<file path="config.mk">
export PLATFORM = sky130hd
export DESIGN_NAME = banked_register_file_with_status
export DESIGN_NICKNAME = d
export VERILOG_FILES = /design/src/sv/brfs_pkg.sv /design/src/sv/brfs_core.sv /design/src/sv/banked_register_file_with_status.sv
export SDC_FILE = /design/constraint.sdc
export NUM_CORES = 2
export LEC_CHECK = 0
export ABC_AREA = 1
export BUFFER_PORTS_ARGS = -buffer_cell sky130_fd_sc_hd__buf_4
export CAP_MARGIN = 20
export CORE_UTILIZATION = 45
export CTS_BUF_LIST = sky130_fd_sc_hd__clkbuf_8 sky130_fd_sc_hd__clkbuf_16
export DETAILED_ROUTE_END_ITERATION = 6
export SYNTH_ARGS = -nofsm -noshare
export SYNTH_HDL_FRONTEND = slang
export SYNTH_HIERARCHICAL = 1
export SYNTH_SLANG_ARGS = --single-unit
</file>
<file path="constraint.sdc">
create_clock -name clk -period 7.4 [get_ports clk]
set_input_delay 0 -clock clk [delete_from_list [all_inputs] [get_ports clk]]
set_output_delay 0 -clock clk [all_outputs]
set_load 0.02 [all_outputs]
</file>
<file path="src/sv/brfs_pkg.sv">
// ----------------------------------------------------------------------------
// brfs_pkg
// Shared types, command codes and mode helpers for the banked register file.
// ----------------------------------------------------------------------------
`default_nettype none

package brfs_pkg;

    typedef enum logic [3:0] {
        CMD_RDREG     = 4'd0,
        CMD_WRREG     = 4'd1,
        CMD_RDUSER    = 4'd2,
        CMD_WRUSER    = 4'd3,
        CMD_RDCPSR    = 4'd4,
        CMD_WRCPSR    = 4'd5,
        CMD_RDSPSR    = 4'd6,
        CMD_WRSPSR    = 4'd7,
        CMD_CPSR2SPSR = 4'd8,
        CMD_SPSR2CPSR = 4'd9
    } cmd_t;

    typedef struct packed {
        logic [3:0]  cmd;
        logic [3:0]  reg_num;
        logic [31:0] write_value;
    } req_t;

    typedef struct packed {
        logic [31:0] read_data;
        logic [31:0] status_now;
        logic        mode_error;
    } rsp_t;

    localparam int unsigned NUM_LIVE  = 16;
    localparam int unsigned NUM_BANKS = 6;
    localparam int unsigned NUM_SLOTS = 7;

    localparam logic [31:0] SPSR_MASK = 32'hf000_00ff;
    localparam logic [31:0] PC_MASK_T = 32'hffff_fffe;
    localparam logic [31:0] PC_MASK_A = 32'hffff_fffc;

    localparam logic [4:0] MODE_USR   = 5'h10;
    localparam logic [4:0] MODE_FAST  = 5'h11;
    localparam logic [4:0] MODE_INTR  = 5'h12;
    localparam logic [4:0] MODE_SUPER = 5'h13;
    localparam logic [4:0] MODE_ABORT = 5'h17;
    localparam logic [4:0] MODE_UNDEF = 5'h1b;
    localparam logic [4:0] MODE_SYS   = 5'h1f;

    localparam logic [2:0] BANK_USR = 3'd0;
    localparam logic [2:0] BANK_FIQ = 3'd1;
    localparam logic [2:0] BANK_IRQ = 3'd2;
    localparam logic [2:0] BANK_SVC = 3'd3;
    localparam logic [2:0] BANK_ABT = 3'd4;
    localparam logic [2:0] BANK_UND = 3'd5;

    localparam logic [31:0] RST_R0     = 32'h0000_0ca5;
    localparam logic [31:0] RST_SP     = 32'h0300_7f00;
    localparam logic [31:0] RST_PC     = 32'h0800_0000;
    localparam logic [31:0] RST_EXC_SP = 32'h0300_7fe0;

    function automatic logic mode_ok(input logic [4:0] m);
        logic ok;
        case (m)
            MODE_USR, MODE_FAST, MODE_INTR, MODE_SUPER,
            MODE_ABORT, MODE_UNDEF, MODE_SYS: ok = 1'b1;
            default:                          ok = 1'b0;
        endcase
        return ok;
    endfunction

    function automatic logic [2:0] bank_of(input logic [4:0] m);
        logic [2:0] b;
        case (m)
            MODE_FAST:  b = BANK_FIQ;
            MODE_INTR:  b = BANK_IRQ;
            MODE_SUPER: b = BANK_SVC;
            MODE_ABORT: b = BANK_ABT;
            MODE_UNDEF: b = BANK_UND;
            default:    b = BANK_USR;
        endcase
        return b;
    endfunction

endpackage

`default_nettype wire

</file>
<file path="src/sv/brfs_core.sv">
// ----------------------------------------------------------------------------
// brfs_core
// Architectural state: live registers, mode banks, saved and current status.
// Applies one command per fire and presents the result beat combinationally.
// ----------------------------------------------------------------------------
`default_nettype none

module brfs_core (
    input  wire logic           clk,
    input  wire logic           rst_n,
    input  wire logic           fire,
    input  wire brfs_pkg::req_t req,
    output brfs_pkg::rsp_t      rsp
);

    logic [31:0] live_reg  [brfs_pkg::NUM_LIVE];
    logic [31:0] live_next [brfs_pkg::NUM_LIVE];
    logic [31:0] bank_reg  [brfs_pkg::NUM_BANKS][brfs_pkg::NUM_SLOTS];
    logic [31:0] bank_next [brfs_pkg::NUM_BANKS][brfs_pkg::NUM_SLOTS];
    logic [31:0] saved_reg  [brfs_pkg::NUM_BANKS];
    logic [31:0] saved_next [brfs_pkg::NUM_BANKS];
    logic [4:0]  mode_reg,  mode_next;
    logic        thumb_reg, thumb_next;
    logic        fiq_reg,   fiq_next;
    logic        irq_reg,   irq_next;
    logic [3:0]  flags_reg, flags_next;

    logic [2:0]  cur_bank;
    logic [2:0]  new_bank;
    logic [31:0] status_cur;
    logic [31:0] ws_val;
    logic        do_ws;
    logic        user_hit;
    logic [2:0]  user_slot;
    logic [31:0] pc_val;
    logic [31:0] rd;
    logic        err;

    assign cur_bank   = brfs_pkg::bank_of(mode_reg);
    assign status_cur = {flags_reg, 20'd0, irq_reg, fiq_reg, thumb_reg, mode_reg};
    assign user_slot  = req.reg_num[2:0];
    assign user_hit   = ((cur_bank == brfs_pkg::BANK_FIQ) && (req.reg_num >= 4'd8)
                          && (req.reg_num <= 4'd14))
                     || ((cur_bank != brfs_pkg::BANK_USR)
                          && ((req.reg_num == 4'd13) || (req.reg_num == 4'd14)));
    assign pc_val     = (req.reg_num == 4'd15)
                      ? (req.write_value & (thumb_reg ? brfs_pkg::PC_MASK_T
                                                      : brfs_pkg::PC_MASK_A))
                      : req.write_value;

    always_comb
    begin
        live_next  = live_reg;
        bank_next  = bank_reg;
        saved_next = saved_reg;
        mode_next  = mode_reg;
        thumb_next = thumb_reg;
        fiq_next   = fiq_reg;
        irq_next   = irq_reg;
        flags_next = flags_reg;
        rd         = 32'd0;
        err        = 1'b0;
        do_ws      = 1'b0;
        ws_val     = req.write_value;
        new_bank   = brfs_pkg::bank_of(ws_val[4:0]);

        case (brfs_pkg::cmd_t'(req.cmd))
            brfs_pkg::CMD_RDREG:
            begin
                rd = live_reg[req.reg_num];
            end
            brfs_pkg::CMD_WRREG:
            begin
                live_next[req.reg_num] = pc_val;
                rd = req.write_value;
            end
            brfs_pkg::CMD_RDUSER:
            begin
                rd = user_hit ? bank_reg[brfs_pkg::BANK_USR][user_slot]
                              : live_reg[req.reg_num];
            end
            brfs_pkg::CMD_WRUSER:
            begin
                if (user_hit)
                begin
                    bank_next[brfs_pkg::BANK_USR][user_slot] = req.write_value;
                end
                else
                begin
                    live_next[req.reg_num] = pc_val;
                end
                rd = req.write_value;
            end
            brfs_pkg::CMD_RDCPSR:
            begin
                rd = status_cur;
            end
            brfs_pkg::CMD_WRCPSR:
            begin
                do_ws = 1'b1;
                rd    = req.write_value;
            end
            brfs_pkg::CMD_RDSPSR:
            begin
                rd = (cur_bank == brfs_pkg::BANK_USR) ? status_cur : saved_reg[cur_bank];
            end
            brfs_pkg::CMD_WRSPSR:
            begin
                if (cur_bank != brfs_pkg::BANK_USR)
                begin
                    saved_next[cur_bank] = req.write_value & brfs_pkg::SPSR_MASK;
                end
                rd = req.write_value;
            end
            brfs_pkg::CMD_CPSR2SPSR:
            begin
                if (cur_bank != brfs_pkg::BANK_USR)
                begin
                    saved_next[cur_bank] = status_cur & brfs_pkg::SPSR_MASK;
                end
            end
            brfs_pkg::CMD_SPSR2CPSR:
            begin
                do_ws  = (cur_bank != brfs_pkg::BANK_USR);
                ws_val = saved_reg[cur_bank];
            end
            default:
            begin
                rd = 32'd0;
            end
        endcase

        new_bank = brfs_pkg::bank_of(ws_val[4:0]);

        if (do_ws)
        begin
            if (!brfs_pkg::mode_ok(ws_val[4:0]))
            begin
                err = 1'b1;
            end
            else
            begin
                mode_next = ws_val[4:0];
                if (new_bank != cur_bank)
                begin
                    if ((cur_bank == brfs_pkg::BANK_FIQ) || (new_bank == brfs_pkg::BANK_FIQ))
                    begin
                        for (int i = 0; i < 5; i++)
                        begin
                            bank_next[cur_bank][3'(i)] = live_reg[4'(8 + i)];
                            live_next[4'(8 + i)]       = bank_reg[new_bank][3'(i)];
                        end
                    end
                    bank_next[cur_bank][3'd5] = live_reg[13];
                    bank_next[cur_bank][3'd6] = live_reg[14];
                    live_next[13]             = bank_reg[new_bank][3'd5];
                    live_next[14]             = bank_reg[new_bank][3'd6];
                end
            end
            thumb_next = ws_val[5];
            fiq_next   = ws_val[6];
            irq_next   = ws_val[7];
            flags_next = ws_val[31:28];
        end
    end

    assign rsp.read_data  = rd;
    assign rsp.status_now = {flags_next, 20'd0, irq_next, fiq_next, thumb_next, mode_next};
    assign rsp.mode_error = err;

    always_ff @(posedge clk or negedge rst_n)
    begin
        if (!rst_n)
        begin
            for (int i = 0; i < brfs_pkg::NUM_LIVE; i++)
            begin
                live_reg[i] <= 32'd0;
            end
            live_reg[0]  <= brfs_pkg::RST_R0;
            live_reg[13] <= brfs_pkg::RST_SP;
            live_reg[15] <= brfs_pkg::RST_PC;
            for (int b = 0; b < brfs_pkg::NUM_BANKS; b++)
            begin
                for (int s = 0; s < brfs_pkg::NUM_SLOTS; s++)
                begin
                    bank_reg[b][s] <= 32'd0;
                end
                saved_reg[b] <= 32'd0;
            end
            bank_reg[brfs_pkg::BANK_IRQ][3'd5] <= brfs_pkg::RST_EXC_SP;
            bank_reg[brfs_pkg::BANK_SVC][3'd5] <= brfs_pkg::RST_EXC_SP;
            mode_reg  <= brfs_pkg::MODE_SYS;
            thumb_reg <= 1'b0;
            fiq_reg   <= 1'b0;
            irq_reg   <= 1'b0;
            flags_reg <= 4'd0;
        end
        else if (fire)
        begin
            live_reg  <= live_next;
            bank_reg  <= bank_next;
            saved_reg <= saved_next;
            mode_reg  <= mode_next;
            thumb_reg <= thumb_next;
            fiq_reg   <= fiq_next;
            irq_reg   <= irq_next;
            flags_reg <= flags_next;
        end
    end

    a_mode_valid: assert property (@(posedge clk) disable iff (!rst_n)
        brfs_pkg::mode_ok(mode_reg))
        else $error("mode register holds an invalid mode");

    a_err_keeps_mode: assert property (@(posedge clk) disable iff (!rst_n)
        fire && err |=> $stable(mode_reg))
        else $error("mode changed on a rejected status write");

    a_pc_aligned: assert property (@(posedge clk) disable iff (!rst_n)
        fire && (req.cmd == brfs_pkg::CMD_WRREG) && (req.reg_num == 4'd15)
        |=> (live_reg[15][0] == 1'b0))
        else $error("program counter write left bit 0 set");

    a_idle_holds: assert property (@(posedge clk) disable iff (!rst_n)
        !fire |=> $stable(mode_reg) && $stable(flags_reg) && $stable(thumb_reg))
        else $error("status changed without a command");

endmodule

`default_nettype wire

</file>
<file path="src/sv/banked_register_file_with_status.sv">
// ----------------------------------------------------------------------------
// banked_register_file_with_status
// Mode-banked register file with current and saved status words.
// ----------------------------------------------------------------------------
// Usage:
//   req channel (req_valid/req_ready/req) carries one command beat: cmd,
//   reg_num and write_value. rsp channel (rsp_valid/rsp_ready/rsp) returns
//   exactly one beat per command: read_data, status_now and mode_error.
//   A beat is held in the input register, then the command is applied
//   to the state and its result is captured in the output register, so the
//   result beat is valid after passing both registers, and one command is
//   accepted every cycle while rsp_ready keeps the output draining. A mode
//   change swaps the banked registers in parallel as its command is applied.
//   When rsp_ready is low the output register holds its beat, the input
//   register still takes one more beat, and req_ready then drops until the
//   output drains. Reset (rst_n low, asynchronous) empties both stages and
//   loads the boot values: system mode, r0, r13 and the program counter
//   preset, and the IRQ and SVC stack pointers preset in their banks.
// ----------------------------------------------------------------------------
`default_nettype none

module banked_register_file_with_status (
    input  wire logic           clk,
    input  wire logic           rst_n,
    input  wire logic           req_valid,
    output      logic           req_ready,
    input  wire brfs_pkg::req_t req,
    output      logic           rsp_valid,
    input  wire logic           rsp_ready,
    output brfs_pkg::rsp_t      rsp
);

    logic           stage_valid_reg;
    brfs_pkg::req_t stage_reg;
    logic           out_valid_reg;
    brfs_pkg::rsp_t out_reg;
    brfs_pkg::rsp_t core_rsp;
    logic           fire;

    assign fire      = stage_valid_reg && (!out_valid_reg || rsp_ready);
    assign req_ready = !stage_valid_reg || fire;
    assign rsp_valid = out_valid_reg;
    assign rsp       = out_reg;

    brfs_core u_core (
        .clk   (clk),
        .rst_n (rst_n),
        .fire  (fire),
        .req   (stage_reg),
        .rsp   (core_rsp)
    );

    always_ff @(posedge clk or negedge rst_n)
    begin
        if (!rst_n)
        begin
            stage_valid_reg <= 1'b0;
            out_valid_reg   <= 1'b0;
        end
        else
        begin
            if (req_ready)
            begin
                stage_valid_reg <= req_valid;
            end
            if (fire)
            begin
                out_valid_reg <= 1'b1;
            end
            else if (rsp_ready)
            begin
                out_valid_reg <= 1'b0;
            end
        end
    end

    always_ff @(posedge clk)
    begin
        if (req_valid && req_ready)
        begin
            stage_reg <= req;
        end
        if (fire)
        begin
            out_reg <= core_rsp;
        end
    end

endmodule

`default_nettype wire

</file>
### Word level (Yosys, flattened, before mapping)

Index checks and enable logic that the tools add are counted.

* word-level logic and storage cells: 226
* input port bits: 44
* output and inout port bits: 67
* register bits after elaboration: 2147

* magnitude comparators: 9
* reductions and logical operators: 26
* bitwise logic cells: 5
* equal/unequal tests: 30
* mux-type cells: 79

Operator list (count)
* $bwmux 1344: 7
* $mux 1344: 7
* $demux 224 s3: 7
* $pmux 512 s2: 1
* $bmux 224 s3: 1
* $mux 224: 3
* $mux 192: 3
* $bwmux 512: 1
* $mux 512: 1
* $mux 32: 14
* $bwmux 192: 2
* $mux 64: 6
* $pmux 192 s2: 1
* $bwmux 224: 1
* $bmux 32 s3: 2
* $demux 32 s3: 2
* $mux 160: 1
* $pmux 32 s5: 1
* $bmux 32 s4: 1
* $demux 32 s4: 1
* $mux 128: 1
* $eq 5x5->1 const B: 12
* $and 32x32->32: 1
* $pmux 3 s5: 2
* other kinds (31): 70

### Logic depth before layout (Yosys ltp)

* word-level depth: 22
* depth in mapped cells: 26
* gate-level depth less buffers: 23

### Hierarchy

Netlist, hierarchy kept.

Modules (own cells, without submodules)
* brfs_core: area each 57916.8 µm², cells an instance 7292, times used 1, seq. area each 28583.7 µm²
* banked_register_file_with_status: area each 3248.1 µm², cells an instance 117, times used 1, seq. area each 3203.1 µm²

### Least setup slack after synthesis

No wires, ideal clock.

* kind: register -> register
* start point: register out_valid_reg (netlist: rsp_valid)
* end point: register u_core/live_reg[125] in the netlist's numbering
* arrival time: 5235 ps
* required time: 7281 ps
* clock period less this slack: 5353 ps
* buffers on the path: 3
* library setup time: 119 ps
* stages on the path, launching flop included: 11
* slack: 2047 ps
* cells stage by stage: dfrtp_1 a21oi_1 clkbuf_1 inv_2 nor2_1 buf_2 nand2_1 nor2_4 buf_2 nand2_1 o21a_1

* cells in the longest elaborated chain, start to end: 4

Ends and longest elaborated chain
* start, declared: RTL line banked_register_file_with_status.sv:35 `logic out_valid_reg;`
* start signal, assigned: RTL line banked_register_file_with_status.sv:58 `out_valid_reg <= 1'b0;`
* start signal, assigned: RTL line banked_register_file_with_status.sv:68 `out_valid_reg <= 1'b1;`
* start signal, assigned: RTL line banked_register_file_with_status.sv:72 `out_valid_reg <= 1'b0;`
* $logic_not 1->1: RTL line banked_register_file_with_status.sv:40 `assign fire = stage_valid_reg && (!out_valid_reg || rsp_ready);`
* $logic_or 1x1->1: RTL line banked_register_file_with_status.sv:40
* $logic_and 1x1->1: RTL line banked_register_file_with_status.sv:40
* net fire: RTL line banked_register_file_with_status.sv:38 `logic fire;`
* $reduce_and 3->1 (no line)
* end signal, assigned: RTL line brfs_core.sv:200 `live_reg <= live_next;`
* end, declared: RTL line brfs_core.sv:16 `logic [31:0] live_reg [brfs_pkg::NUM_LIVE];`

The timed path passes the listed nets, and every way through them passes these cells.
A chain may end at the register's enable or synchronous reset.

### Worst setup path in the final report

* start point: register u_core.mode_reg[3]
* end point: register u_core/bank_reg[1178] in the netlist's numbering

* cells in the longest elaborated chain, start to end: 22
* elaborated cells on any way between the ends: 59
* classes of those cells: order compare: 2; eq/ne: 15; mux: 33; bitwise: 1; reduce/logical: 8

Ends and longest elaborated chain
* start, declared: RTL line brfs_core.sv:22 `logic [4:0] mode_reg, mode_next;`
* start signal, assigned: RTL line brfs_core.sv:192 `mode_reg <= brfs_pkg::MODE_SYS;`
* start signal, assigned: RTL line brfs_core.sv:203 `mode_reg <= mode_next;`
* $eq 5x5->1: RTL line brfs_pkg.sv:74 `case (m)`
* $pmux 3 s5 *: RTL line brfs_pkg.sv:74
* branches (longest 19 deep; another with $mux 1344)
* $mux 1344 *: RTL line brfs_core.sv:135 `if (do_ws)`
* end signal, assigned by index: RTL line brfs_core.sv:190 `bank_reg[brfs_pkg::BANK_IRQ][3'd5] <= brfs_pkg::RST_EXC_SP;`
* end signal, assigned by index: RTL line brfs_core.sv:191 `bank_reg[brfs_pkg::BANK_SVC][3'd5] <= brfs_pkg::RST_EXC_SP;`
* end signal, assigned: RTL line brfs_core.sv:201 `bank_reg <= bank_next;`
* end, declared: RTL line brfs_core.sv:18 `logic [31:0] bank_reg [brfs_pkg::NUM_BANKS][brfs_pkg::NUM_SLOTS];`

Mark *: on every way between the ends. The select of a mux whose other input is x is not followed.

==> out/metrics.cfg <==
[clocking]
cts_root_buffer = clkbuf_16
postCtsResizedCells = 0
cts_tree = yes
cts-buffers-inserted = 138
cts_max_level = 4
clock-sinks = 1247
clkSlewWorstSetupHoldPaths_ns = 0.06
worstSkewPairLatency_ns = 0.78
clockBufferDepth = 3

[timing]
min_period_ns = 6.25
min_period_over_period_pct = 84.5
tightest_slew_ns = 1.34
finalSetupViolCount = 0
tns_ns = 0
finClkSkew_ns = 0.0292
clock.fmax_mhz = 160
rsz0062_at_grt = no
hold_viol = 0
slew_headroom_pct = 9.71
drv_slew = 0

[die]
ios = 111
die_area_um2 = 137000
coreArea_um2 = 134000
chipHeight_um = 371
fp-row-count = 134
fp.dieW_um = 371
initial_core_util_pct = 45.6

[routing]
ant_nets = 0
vias = 54200
drt-total-wl_mm = 215
first_iter_violations = 5742
vias_per_cell = 5.93
drt_pass1_iterations = 6
routedWlPerCell_um = 23.5
drcViolationCount = 0

[placed_design]
place_congestion = 0.919
dp_cells = 8806
placed_cell_area_um2 = 63100
place_hpwl_mm = 126
io_buffers = 110

[synth]
syn_inst = 7409
synth.most_common_cell = nand2_1
synthArstFlopShare_pct = 91.6
yosysWarnings = 6
synth_edf_count = 105
ys_ff_latch = 1247
ys_dominant_reg_cell = dfrtp_1
synth_top_area_cell = dfrtp_1
synthTopCellsByCount = 2,126 x nand2_1, 1,097 x dfrtp_1, 742 x o21ai_0
yosys.area.top_type_share_pct = 44.9
synth.distinct_cells = 52
avgSynthCellArea_um2 = 8.26
netlist_area_um2 = 61200
ys_seq_area_share_pct = 52.0
synth_area_leaders = dfrtp_1 45%, nand2_1 13%, o21ai_0 6.1%

[final_layout]
area_growth_pct = 11.9
post-route-util_pct = 51.0
drive_above_1_share_pct = 7.89
fin_cells = 9153
num-nets-final = 7313
fillers = 12700
fin_area_um2 = 68400
largest_reg_flops = 544

[setup_path]
r2r-start = u_core/mode_reg[3]
critPathKind = reg2reg
crit_start = u_core/mode_reg[3]
cp_max_fo = 116
setup.worst_path.end_class = register
worstPathArrival_ns = 6.95
required_ns = 8.10
cp-start-kind = register

[power]
internal_power_w = 0.0122
powerDensity_nw_per_um2 = 258
switching_power_w = 0.00552
leakagePower_nw = 31.9
power_frac_seq_pct = 45.5
pwr-share-comb_pct = 16.8
peakVddDrop_v = 0.000200
pwr-share-clk_pct = 37.8
switching_share_pct = 31.2

[run_status]
status = complete, no violations

[min_path]
worstHoldStart = req_valid
min_path_type = in2reg

[grt]
grt_start_max_net_pins = 175
antenna_found_initial = 2
grt-ovfl-total = 0
grt_pass1_wl_mm = 327
grt_pass1_vias = 51600
grt_usage_pct = 31.2

[flow_run]
cap_violations = 0

-- power by group through the flow --
stage / Sequential, W / Combinational [W] / Clock [W]
after floorplan: 0.00799 / 0.00185 / 0
after global placement: 0.00814 / 0.00285 / 0
after detailed placement: 0.00815 / 0.00288 / 0
after CTS: 0.00803 / 0.00293 / 0.00680
after global routing: 0.00811 / 0.00326 / 0.00706
final: 0.00804 / 0.00296 / 0.00668
-- layer usage --
| layer | up-vias | wire, µm | GRT usage (%) |
|---|---|---|---|
| li1 | 24700 | - | - |
| met1 | 26800 | 90900 | 42.5 |
| met2 | 2346 | 98000 | 48.8 |
| met3 | 412 | 15600 | 4.45 |
| met4 | 0 | 10800 | 15.3 |
| met5 | - | 0 | 0 |
-- timing repair --
action                                 4_1_cts  5_1_grt
setup buffers                                0        0
hold buffers                                88        0
endpoints found under the hold margin      247        0
-- final cells by class --
class	count	area [µm²]	area share [%]
Sequential cell	1247	31800	46.5
Multi-Input combinational cell	5125	25400	37.2
Clock buffer	154	3720	5.43
Timing Repair Buffer	348	3110	4.54
Tap cell	1768	2210	3.23
Inverter	409	1560	2.27
Clock inverter	97	606	0.885
Antenna cell	5	12.5	0.0183
-- cells by family (layout without fill, tap and decap cells) --
kind of cell           count (synthesis)  count (layout)  synth area share, %
and+or+nand+nor                     3068            3068                 20.6
AOI/OAI and AO/OA                   1932            1932                 18.6
DFF                                 1247            1247                 52.0
buffers and inverters               1056            1008                 7.01
muxes                                105             105                 1.72
other                                  1              25              0.00613
-- per-stage QoR --
stage | hold WS (ns) | total power (W) | worst slack [ns]
final | 0.260 | 0.0177 | 1.15
after global routing | 0.286 | 0.0184 | 0.643
after CTS | 0.381 | 0.0178 | 1.24
after detailed placement | 0.0391 | 0.0110 | 1.27
after global placement | 0.0375 | 0.0110 | 1.32
after floorplan | -0.296 | 0.00984 | 2.05
-- critical path, cell delays in order (launching register included) --
cell and delay (ns):
dfstp_2 0.65, nor2_8 0.09, nand2_1 0.55, nand3_1 0.30, inv_2 0.34, nand2_1 0.08, nand3_1 0.08, nand2_1 0.08
nand2_1 0.07, nand2_1 0.13, nor2_2 0.17, nand3_4 0.41, nand2_8 0.75, inv_2 0.07, nand2_1 0.08, nand2_1 0.08
nand2_2 0.44, nand3_2 0.91, buf_4 0.57, nand2_1 0.10, nand3_1 0.07, nand2_1 0.10
-- path summary, 6_finish.rpt --
kind | to | slack [ns] | cells past startpoint
max reg2reg | u_core/bank_reg[1178] | 1.15 | 21
min in group asynchronous | u_core/mode_reg[3] | 0.44 | 3
max | u_core/bank_reg[1178] | 1.15 | 21
min | stage_reg[17] | 0.26 | 4
min reg2reg | u_core/saved_reg[191] | 0.38 | 0
max in group asynchronous | u_core/bank_reg[1232] | 5.37 | 5
-- cells in the final DEF (no fill, tap or decap), types with 5 or more instances in the layout --
master | synthesis | layout
a21oi_1 | 108 | 107
a221oi_1 | 5 | 5
a22o_1 | 7 | 7
a22oi_1 | 10 | 10
a31oi_1 | 132 | 132
buf_12 | 0 | 18
buf_4 | 36 | 239
bufinv_16 | 0 | 5
clkbuf_16 | 0 | 142
clkbuf_8 | 0 | 12
clkinv_1 | 14 | 27
clkinv_2 | 0 | 27
conb_1 | 1 | 20
dfrtp_1 | 1097 | 1097
dfstp_2 | 45 | 45
diode_2 | 0 | 5
dlygate4sd3_1 | 0 | 87
edfxtp_1 | 105 | 105
inv_1 | 379 | 414
inv_2 | 16 | 18
inv_6 | 0 | 9
mux2i_1 | 105 | 105
nand2_1 | 2126 | 2119
nand2_4 | 1 | 6
nand3_1 | 346 | 332
nand3_2 | 3 | 15
nand3b_1 | 61 | 61
nand4_1 | 114 | 114
nor2_1 | 378 | 370
nor2_4 | 4 | 15
nor3_1 | 16 | 16
o211ai_1 | 71 | 71
o21a_1 | 288 | 288
o21ai_0 | 742 | 742
o21ai_1 | 194 | 193
o221ai_1 | 27 | 27
o22ai_1 | 318 | 318
o311ai_0 | 13 | 13
(Power assumes the default switching activity.)
